### src/hw/rtl/scsa_count_mem.sv
// Per-class count store (free depth and bump count) with valid bits.
// An entry never written since reset reads as zero. No package needed.
module scsa_count_mem #(
  parameter int unsigned DEPTH = 10,
  parameter int unsigned DW    = 24
) (
  input  logic                                    clk,
  input  logic                                    rst,
  input  logic                                    we,
  input  logic [((DEPTH > 1) ? $clog2(DEPTH) : 1)-1:0] waddr,
  input  logic [DW-1:0]                           wdata,
  input  logic                                    re,
  input  logic [((DEPTH > 1) ? $clog2(DEPTH) : 1)-1:0] raddr,
  output logic [DW-1:0]                           rdata
);

  logic [DW-1:0]    mem [DEPTH];
  logic [DEPTH-1:0] valid;
  logic [DW-1:0]    rd_word;
  logic             rd_valid;

  always_ff @(posedge clk) begin
    if (we) begin
      mem[waddr] <= wdata;
    end
    if (re) begin
      rd_word <= mem[raddr];
    end
  end

  always_ff @(posedge clk) begin
    if (rst) begin
      valid    <= '0;
      rd_valid <= 1'b0;
    end else begin
      if (we) begin
        valid[waddr] <= 1'b1;
      end
      if (re) begin
        rd_valid <= valid[raddr];
      end
    end
  end

  assign rdata = rd_valid ? rd_word : '0;

endmodule

### config.mk
export PLATFORM = sky130hd
export DESIGN_NAME = scsa_count_mem
export DESIGN_NICKNAME = d
export VERILOG_FILES = /design/src/hw/rtl/scsa_count_mem.sv
export SDC_FILE = /design/constraint.sdc
export NUM_CORES = 1
export LEC_CHECK = 0
export BUFFER_PORTS_ARGS = -buffer_cell sky130_fd_sc_hd__clkbuf_2
export CORE_MARGIN = 2
export CORE_UTILIZATION = 50
export CTS_BUF_LIST = sky130_fd_sc_hd__clkbuf_16
export CTS_CLUSTER_SIZE = 28
export DETAILED_ROUTE_END_ITERATION = 8
export PLACE_DENSITY = 0.66
export SETUP_SLACK_MARGIN = 0.3
export SYNTH_ARGS = -nofsm -noshare
export SYNTH_HDL_FRONTEND = slang
export SYNTH_SLANG_ARGS = --single-unit
### constraint.sdc
create_clock -name clk -period 5.6 [get_ports clk]
set_input_delay 0 -clock clk [delete_from_list [all_inputs] [get_ports clk]]
set_output_delay 0 -clock clk [all_outputs]
set_load 0.02 [all_outputs]
==> results_dict.tcl, run 1 <==
set metrics [dict create \
    outcome "finished, final reports clean" \
    die_x_um 149.2 \
    syn_area_per_cell_um2 19.93 \
    io_pins 60 \
    rsz0062_at_grt "no" \
    gp_congestion 0.7031 \
    finalHoldViolCount 0 \
    hpwl_um 10890 \
    r2r-end "rd_valid$_SDFFE_PP0P_" \
    globalRouteTotalUtil 0.1974 \
    min_to "rd_valid$_SDFFE_PP0P_" \
    crit_type "reg2out" \
    clock-sinks 275 \
    yosys-top-cells-count "edfxtp_1, mux4_2, and2_1, nand2_1, o211ai_1" \
    hold_depth 4 \
    critPathBufInv 1 \
    antenna_cells 0 \
    path_max_fanout 25 \
    numPortBuffers 59 \
    clkTransAtPathRegs_ns 0.06 \
    via_count 5268 \
    ys_ff_latch 275 \
    rr_startpoint "rd_valid$_SDFFE_PP0P_" \
    crit_chain "and2_1, clkbuf_2" \
    drc 0 \
    multiInputGateArea_um2 2263 \
    period_needed_ns 1.945 \
    wl_um 21190 \
    ff_latch_area_um2 8148 \
    n_fill_cell 1522 \
    die-area_um2 22260 \
    leakage_nw 4.214 \
    dpl.cell_count 846 \
    antenna_left 0 \
    grt_overflow 0 \
    synthArstFlopShare 0 \
    layout.cells.non_filler 931 \
    finalSetupViolCount 0 \
    slowest_delay_ns 0.93 \
    clock_skew_ns 0.004305 \
    timing.hold.worst.class "in2reg" \
    synth.distinct_cells 29 \
    p_per_area_nw_per_um2 356.0 \
    ys.flop_type "edfxtp_1" \
    worstSetupEndpointType "output pin" \
    rows 53 \
    drt_iter0_drc 401 \
    synthesis.nets 565 \
    numCtsBuffers 28 \
    drive_above_1_share 0.2470 \
    critPathSlowestCell "dfxtp_1" \
    fin_nets 671 \
    worstSkewPairLatency_ns 0.52 \
    max_freq_mhz 514.0 \
    maxSlewHeadroom 0.2199 \
    synthCells 529 \
    firstDrtPassIters 5 \
    yosysSeqAreaShare 0.7729 \
    setup_tns_ns 0 \
    reg2reg_depth 3 \
    cts.path.max_buffers 3 \
    clk_root_buffer_cell "clkbuf_16" \
    worstPathArrival_ns 1.95 \
    yosysMostFrequentCell "edfxtp_1" \
    fin_crit_sh 0.3474 \
    synth_edf_count 264 \
    avgRoutedWirePerCell_um 22.76 \
    grt_pass1_vias 5440 \
    synth_top_cells_by_area "edfxtp_1, mux4_2, mux4_1" \
    grt_pass1_wl_um 32370 \
    path_delay_family "flip-flops" \
    grt_max_degree 66 \
    worst_ep_required_time_ns 5.60 \
    ys_warn_count 0 \
    yosysTopAreaCell "edfxtp_1" \
    synthToLayoutAreaGrowth_pct 17.98 \
    min_from "raddr[2]" \
    cts_tree "yes" \
    peakVddDrop_mv 0.3387 \
    ff2ff_setup_slack_ns 4.14 \
    cts_resized 0 \
    htreeDepth 1 \
    fp.dieH_um 149.2 \
    cts_setup_buffers 0 \
    initial_core_util 0.5046 \
    antenna_found_initial 0 \
    tightest_slew_ns 1.169 \
    cap_viol_max_count 0 \
    startpoint_type "flop" \
    syn_area_um2 10540 \
    synth_top_area_frac 0.7520 \
    viasPerCell 5.658 \
    report.final.slew_viol_count 0 \
    coreArea_um2 20890 \
]
==> cells in the final DEF, fill, tap and decap left out, drive strengths merged <==
cell	netlist	routed
or2b	4	4
dlygate4sd3	0	34
a2111oi	1	1
nor3b	1	1
buf	13	13
clkbuf	16	87
o21ba	1	1
nor2	20	20
o32ai	1	1
inv	0	3
nand2	25	25
a22oi	24	24
and3b	1	1
nor2b	8	8
or3b	1	1
nand3b	1	1
nor3	2	2
and2	25	25
clkinvlp	0	2
nand2b	23	23
a21oi	7	7
mux4	49	49
a31oi	2	2
clkinv	0	12
mux2	2	2
bufinv	0	5
nor4bb	1	1
o211ai	25	25
edfxtp	264	264
dfxtp	11	11
a41oi	1	1
==> timing repair <==
| action | in CTS | in global routing |
|---|---|---|
| endpoints found under the setup margin | 0 | 0 |
| endpoints found under the hold margin | 251 | 0 |
| hold buffers | 34 | 0 |
==> where the power goes <==
part,total (W),internal [W],switching (W)
Clock,0.00190,0.00116,0.000734
Sequential,0.00232,0.00231,0.0000139
Combinational,0.000208,0.0000883,0.000120
==> layer usage <==
metal | vias up | GRT usage | part of all wire
li1 | 2362 | - | -
met1 | 2709 | 0.2654 | 0.39
met2 | 166 | 0.3433 | 0.52
met3 | 31 | 0.03272 | 0.073
met4 | 0 | 0.04333 | 0.017
met5 | - | 0 | 0
==> worst reg2reg max path, cell delays in order (launching register included) <==
cell     delay [ns]
dfxtp_1        0.93
nor2b_1        0.22
a41oi_1        0.06
o32ai_1        0.16
==> cell type report <==
cell class,instances,share of cell area
Clock buffer,29,0.05835
Clock inverter,22,0.01831
Multi-Input combinational cell,225,0.1820
Sequential cell,275,0.6551
Tap cell,275,0.02767
Timing Repair Buffer,105,0.05855
==> metrics by stage <==
stage | cell area (µm²) | hold slack [ns] | setup slack [ns] | util | total power, W
after floorplan | 10540 | 0.09887 | 2.981 | - | 0.002481
after global placement | 11140 | 0.2904 | 3.153 | 0.5335 | 0.002549
after detailed placement | 11140 | 0.3159 | 3.093 | 0.5335 | 0.002560
after CTS | 12440 | 0.2873 | 3.589 | 0.5954 | 0.004464
after global routing | 12440 | 0.3456 | 3.465 | 0.5954 | 0.004563
final | 12440 | 0.2886 | 3.655 | 0.5954 | 0.004428
==> registers in the layout, summed over array words and instances, names as in the netlist <==
signal	cells
mem	240
rd_valid	1
valid	10
rd_word	24
==> worst max-delay path by stage <==
stage / start / end / slack [ns] / cells after the start
after detailed placement: raddr[0] / rd_word[12]$_DFFE_PP_ / 3.09 / 5
after CTS: rd_valid$_SDFFE_PP0P_ / rdata[0] / 3.59 / 2
after floorplan: waddr[2] / mem[0][0]$_DFFE_PP_ / 2.98 / 2
final: rd_valid$_SDFFE_PP0P_ / rdata[23] / 3.65 / 2
after global placement: raddr[0] / rd_word[10]$_DFFE_PP_ / 3.15 / 5
after global routing: raddr[0] / rd_word[10]$_DFFE_PP_ / 3.47 / 5
==> kinds of logic (layout without fill, tap and decap cells) <==
kind of cell    Yosys count  after routing  share of synthesized area
simple gates            112            112                    0.05709
buf+inv                  29            156                    0.01531
flops                   275            275                     0.7729
compound gates           62             62                    0.04285
mux                      51             51                     0.1118
Note: power is estimated with default switching activity, not from simulation.
==> run 2: changes to the inputs <==
PLACE_DENSITY = 0.69   (was 0.66)
clock period = 1.75 ns   (was 5.6 ns; I/O delays follow)
==> run 2 against run 1 <==
  * Core utilization rose by 0.96 points
  * Global-route usage fell by 0.10 points
  * Hold slack got worse by 0.12 ns
  * Via count rose by 1.6%
  * Critical path depth rose by 1
  * Combinational power rose to 3.5 times the previous value
  * Critical endpoint is now rdata[8]
  * Sequential power rose to 3.2 times the previous value
  * Register-to-register slack got worse by 3.8 ns
==> results_dict.tcl, run 2 (same netlist as run 1, synthesis figures left out) <==
set metrics [dict create \
    grt_pass1_vias 5547 \
    startpoint_type "flop" \
    worst_ep_required_time_ns 1.75 \
    crit_chain "buf_12, and2_1, buf_2" \
    top_register "mem" \
    rr_startpoint "mem[7][13]$_DFFE_PP_" \
    peakVddDrop_mv 0.6809 \
    min_from "raddr[0]" \
    finalHoldViolCount 0 \
    rows 53 \
    initial_core_util 0.5046 \
    fp.dieH_um 149.2 \
    viasPerCell 5.661 \
    worstPathArrival_ns 1.40 \
    numPortBuffers 59 \
    crit_type "reg2out" \
    antenna_found_initial 0 \
    globalRouteTotalUtil 0.1964 \
    hpwl_um 11620 \
    synthToLayoutAreaGrowth_pct 19.89 \
    cap_viol_max_count 0 \
    slowest_delay_ns 0.39 \
    coreArea_um2 20890 \
    drt_iter0_drc 353 \
    rsz0062_at_grt "yes" \
    cts_tree "yes" \
    max_freq_mhz 712.2 \
    numCtsBuffers 27 \
    firstDrtPassIters 4 \
    largest_register_ffs 240 \
    drc 0 \
    n_fill_cell 1480 \
    reg2reg_depth 3 \
    layout_commonest_cell "edfxtp_1" \
    p_per_area_nw_per_um2 1064 \
    top_regs "mem (240), rd_word (24), valid (10)" \
    setup_tns_ns 0 \
    via_count 5350 \
    report.final.slew_viol_count 0 \
    die_x_um 149.2 \
    clk_root_buffer_cell "clkbuf_16" \
    antenna_cells 0 \
    grt_max_degree 41 \
    critPathSlowestCell "dfxtp_4" \
    worstSkewPairLatency_ns 0.53 \
    min_to "rd_word[3]$_DFFE_PP_" \
    worstSetupEndpointType "output pin" \
    path_max_fanout 15 \
    io_pins 60 \
    power.total_w 0.01345 \
    period_needed_ns 1.404 \
    r2r-end "rd_word[13]$_DFFE_PP_" \
    layout_common_cells "edfxtp_1, clkbuf_2, mux4_2, dlygate4sd3_1, clkbuf_16" \
    fin_util 0.6050 \
    grt_overflow 0 \
    clock_skew_ns 0.004917 \
    die-area_um2 22260 \
    tightest_slew_ns 0.6996 \
    avgRoutedWirePerCell_um 22.55 \
    gp_congestion 0.7049 \
    clkTransAtPathRegs_ns 0.06 \
    ff2ff_setup_slack_ns 0.35 \
    fin_area_um2 12640 \
    fin_crit_sh 0.8023 \
    drive_above_1_share 0.2582 \
    outcome "finished, final reports clean" \
    timing.hold.worst.class "in2reg" \
    finalSetupViolCount 0 \
    placement.cell_area_um2 11450 \
    htreeDepth 1 \
    clock-sinks 275 \
    wl_um 21310 \
    leakage_nw 4.320 \
    grt_pass1_wl_um 32040 \
    antenna_left 0 \
    maxSlewHeadroom 0.5327 \
    cts.path.max_buffers 3 \
    fin_nets 687 \
    hold_depth 4 \
]
run 2: critical path: cells and delay by family (launching register included):
kind	cells	cell delay, ns
buffers and inverters	2	0.32
flip-flops	1	0.39
AND/OR/NAND/NOR	1	0.16
run 2: worst max-delay path by stage:
| stage | startpoint | endpoint | slack [ns] | depth (start not counted) |
|---|---|---|---|---|
| after global placement | raddr[0] | rd_word[8]$_DFFE_PP_ | 0.21 | 5 |
| final | rd_valid$_SDFFE_PP0P_ | rdata[8] | 0.35 | 3 |
| after global routing | rd_valid$_SDFFE_PP0P_ | rdata[8] | 0.27 | 3 |
| after floorplan | waddr[1] | mem[7][0]$_DFFE_PP_ | 0.17 | 3 |
| after CTS | rd_valid$_SDFFE_PP0P_ | rdata[8] | 0.30 | 3 |
| after detailed placement | raddr[0] | rd_word[16]$_DFFE_PP_ | 0.17 | 5 |
run 2: cell type report:
class | count | area [µm²] | share of cell area
clock inverters | 21 | 133.9 | 0.01059
well taps | 275 | 344.1 | 0.02722
clock buffers | 27 | 675.6 | 0.05346
repair buffers | 122 | 1040 | 0.08227
flip-flops and latches | 275 | 8152 | 0.6450
multi-input cells | 225 | 2293 | 0.1815
run 2: metrics by stage:
stage                     cells  worst slack, ns  hold slack, ns
after global placement      861           0.2142          0.2945
after global routing        945           0.2701          0.1936
after detailed placement    861           0.1665          0.3124
final                       945           0.3459          0.1668
after floorplan             529           0.1652         0.09887
after CTS                   945           0.3012          0.1494
run 2: metal layers:
| layer | wire, µm | track usage | vias to the layer above |
|---|---|---|---|
| met5 | 0 | 0 | - |
| met4 | 329 | 0.04857 | 0 |
| met3 | 1460 | 0.03119 | 29 |
| met2 | 10650 | 0.3350 | 185 |
| met1 | 8870 | 0.2685 | 2741 |
| li1 | - | - | 2395 |
run 2: repair_timing:
| item | 4_1_cts | 5_1_grt |
|---|---|---|
| endpoints found under the setup margin | 24 | 14 |
| gates resized for setup | 2 | 14 |
| buffers inserted | 1 | 0 |
| hold endpoints to repair | 255 | 0 |
| hold buffers | 35 | 0 |
run 2: report_power, final:
group / total (W) / switching, W / internal (W)
Combinational: 0.000737 / 0.000405 / 0.000331
Clock: 0.00528 / 0.00222 / 0.00306
Sequential: 0.00743 / 0.0000425 / 0.00739
Total: 0.0134 / 0.00267 / 0.0108
==> run 3: changes to the inputs <==
PLACE_DENSITY = 0.66   (was 0.69)
clock period = 1.35 ns   (was 1.75 ns; I/O delays follow)
==> run 3 against run 2 <==
  * The flow now finishes with violations (negative setup slack)
  * Die area unchanged
  * Clock power up 32%
  * Sequential share of layout area down 2.9 points
  * Clock skew up 0.016 ns
==> results_dict.tcl, run 3 (same netlist as run 1, synthesis figures left out) <==
set metrics [dict create \
    wl_um 21490 \
    setup_tns_ns -0.6184 \
    grt_pass1_vias 5650 \
    initial_core_util 0.5046 \
    htreeDepth 1 \
    clk_root_buffer_cell "clkbuf_16" \
    outcome "complete, but fails checks" \
    numCtsBuffers 27 \
    largest_register_ffs 240 \
    tightest_slew_ns 0.9019 \
    dp_slack_ns -0.1774 \
    synthToLayoutAreaGrowth_pct 25.52 \
    violations "negative setup slack" \
    finalSetupViolCount 27 \
    grt_pass1_wl_um 32770 \
    cap_viol_max_count 0 \
    fp.dieH_um 149.2 \
    io_pins 60 \
    firstDrtPassIters 7 \
    report.final.slew_viol_count 0 \
    timing.hold.worst.class "in2reg" \
    numPortBuffers 59 \
    peakVddDrop_mv 0.9288 \
    max_freq_mhz 710.4 \
    gp_congestion 0.7464 \
    viasPerCell 5.593 \
    worstSetupEndpointType "output pin" \
    rsz0062_at_grt "yes" \
    worst_ep_required_time_ns 1.35 \
    critPathSlowestCell "dfxtp_4" \
    leakage_nw 4.465 \
    layout_commonest_cell "edfxtp_1" \
    antenna_found_initial 0 \
    avgRoutedWirePerCell_um 22.34 \
    layout.cells.non_filler 962 \
    worstSkewPairLatency_ns 0.54 \
    maxSlewHeadroom 0.3975 \
    crit_chain "buf_12, and2_4, clkbuf_8" \
    die_x_um 149.2 \
    antenna_left 0 \
    drt_iter0_drc 368 \
    power.total_w 0.01773 \
    slowest_delay_ns 0.42 \
    clock_skew_ns 0.02047 \
    cts_tree "yes" \
    path_max_fanout 9 \
    coreArea_um2 20890 \
    layout_common_cells "edfxtp_1, mux4_2, clkbuf_2, dlygate4sd3_1" \
    dpl.cell_count 881 \
    antenna_cells 0 \
    clkTransAtPathRegs_ns 0.06 \
    cts.path.max_buffers 3 \
    fin_nets 704 \
    grt_max_degree 36 \
    hpwl_um 12630 \
    cts_setup_buffers 0 \
    top_regs "mem (240), rd_word (24), valid (10)" \
    clock-sinks 275 \
    startpoint_type "flop" \
    fin_crit_sh 1.043 \
    p_per_area_nw_per_um2 1340 \
    period_needed_ns 1.408 \
    globalRouteTotalUtil 0.1993 \
    finalHoldViolCount 0 \
    drc 0 \
    setup_slack_ns -0.05758 \
    via_count 5380 \
    crit_type "reg2out" \
    worstPathArrival_ns 1.41 \
    rows 53 \
    drive_above_1_share 0.3755 \
    grt_overflow 0 \
    top_register "mem" \
    die-area_um2 22260 \
]
==> run 3: cell types whose count changed in the layout (fill, tap and decap cells not counted), moves of 12 or more <==
cell and change:
a22oi_1 -21, a22oi_2 +21, and2_1 -20, and2_4 +19
buf_4 +12, clkbuf_2 -18, mux4_1 -12, mux4_2 +12
==> run 3: what timing repair did <==
action                     in CTS  in global routing
pin swaps                       0                  2
gates resized for setup        67                 56
setup endpoints to repair      49                 53
gates cloned                    1                  0
hold endpoints to repair      254                  0
hold buffers                   32                  0
==> run 3: critical path: cells and delay by family, from the launching register on <==
family                 cells  cell delay (ns)
DFF                        1             0.42
and+or+nand+nor            1             0.16
buffers and inverters      2             0.29
==> run 3: final timing paths <==
path	from	end	slack, ns	cells after the start
worst max register to register	mem[7][16]$_DFFE_PP_	rd_word[16]$_DFFE_PP_	-0.02	3
worst max-delay path	rd_valid$_SDFFE_PP0P_	rdata[6]	-0.06	3
worst min-delay path	waddr[0]	valid[0]$_SDFFE_PP0P_	0.02	4
worst min register to register	valid[7]$_SDFFE_PP0P_	valid[7]$_SDFFE_PP0P_	0.47	2
==> run 3: routing by layer <==
metal | global-route usage | routed length [µm]
met1 | 0.2761 | 8970
met2 | 0.3318 | 10880
met3 | 0.02844 | 1118
met4 | 0.06286 | 524
met5 | 0 | 0
==> run 3: where the power goes <==
| group | leakage [nW] | switching (W) | internal (W) |
|---|---|---|---|
| logic | 1.54 | 0.000578 | 0.000527 |
| clock network | 0.427 | 0.00300 | 0.00400 |
| registers | 2.50 | 0.0000560 | 0.00958 |
==> run 3: area by class of cell <==
class,instances,area (µm²)
well taps,275,344.1
flip-flops and latches,275,8153
fillers,1448,7657
clock inverters,21,148.9
multi-input cells,225,2460
clock buffers,27,675.6
repair buffers,139,1450
==> run 3: per-stage QoR <==
stage          hold WS (ns)  instance area, µm²    util
2_1_floorplan       0.09887               10620       -
3_3_place_gp         0.2960               11660  0.5580
3_5_place_dp         0.3159               11660  0.5580
4_1_cts             0.01338               13070  0.6258
5_1_grt             0.05975               13230  0.6334
6_report            0.02418               13230  0.6334
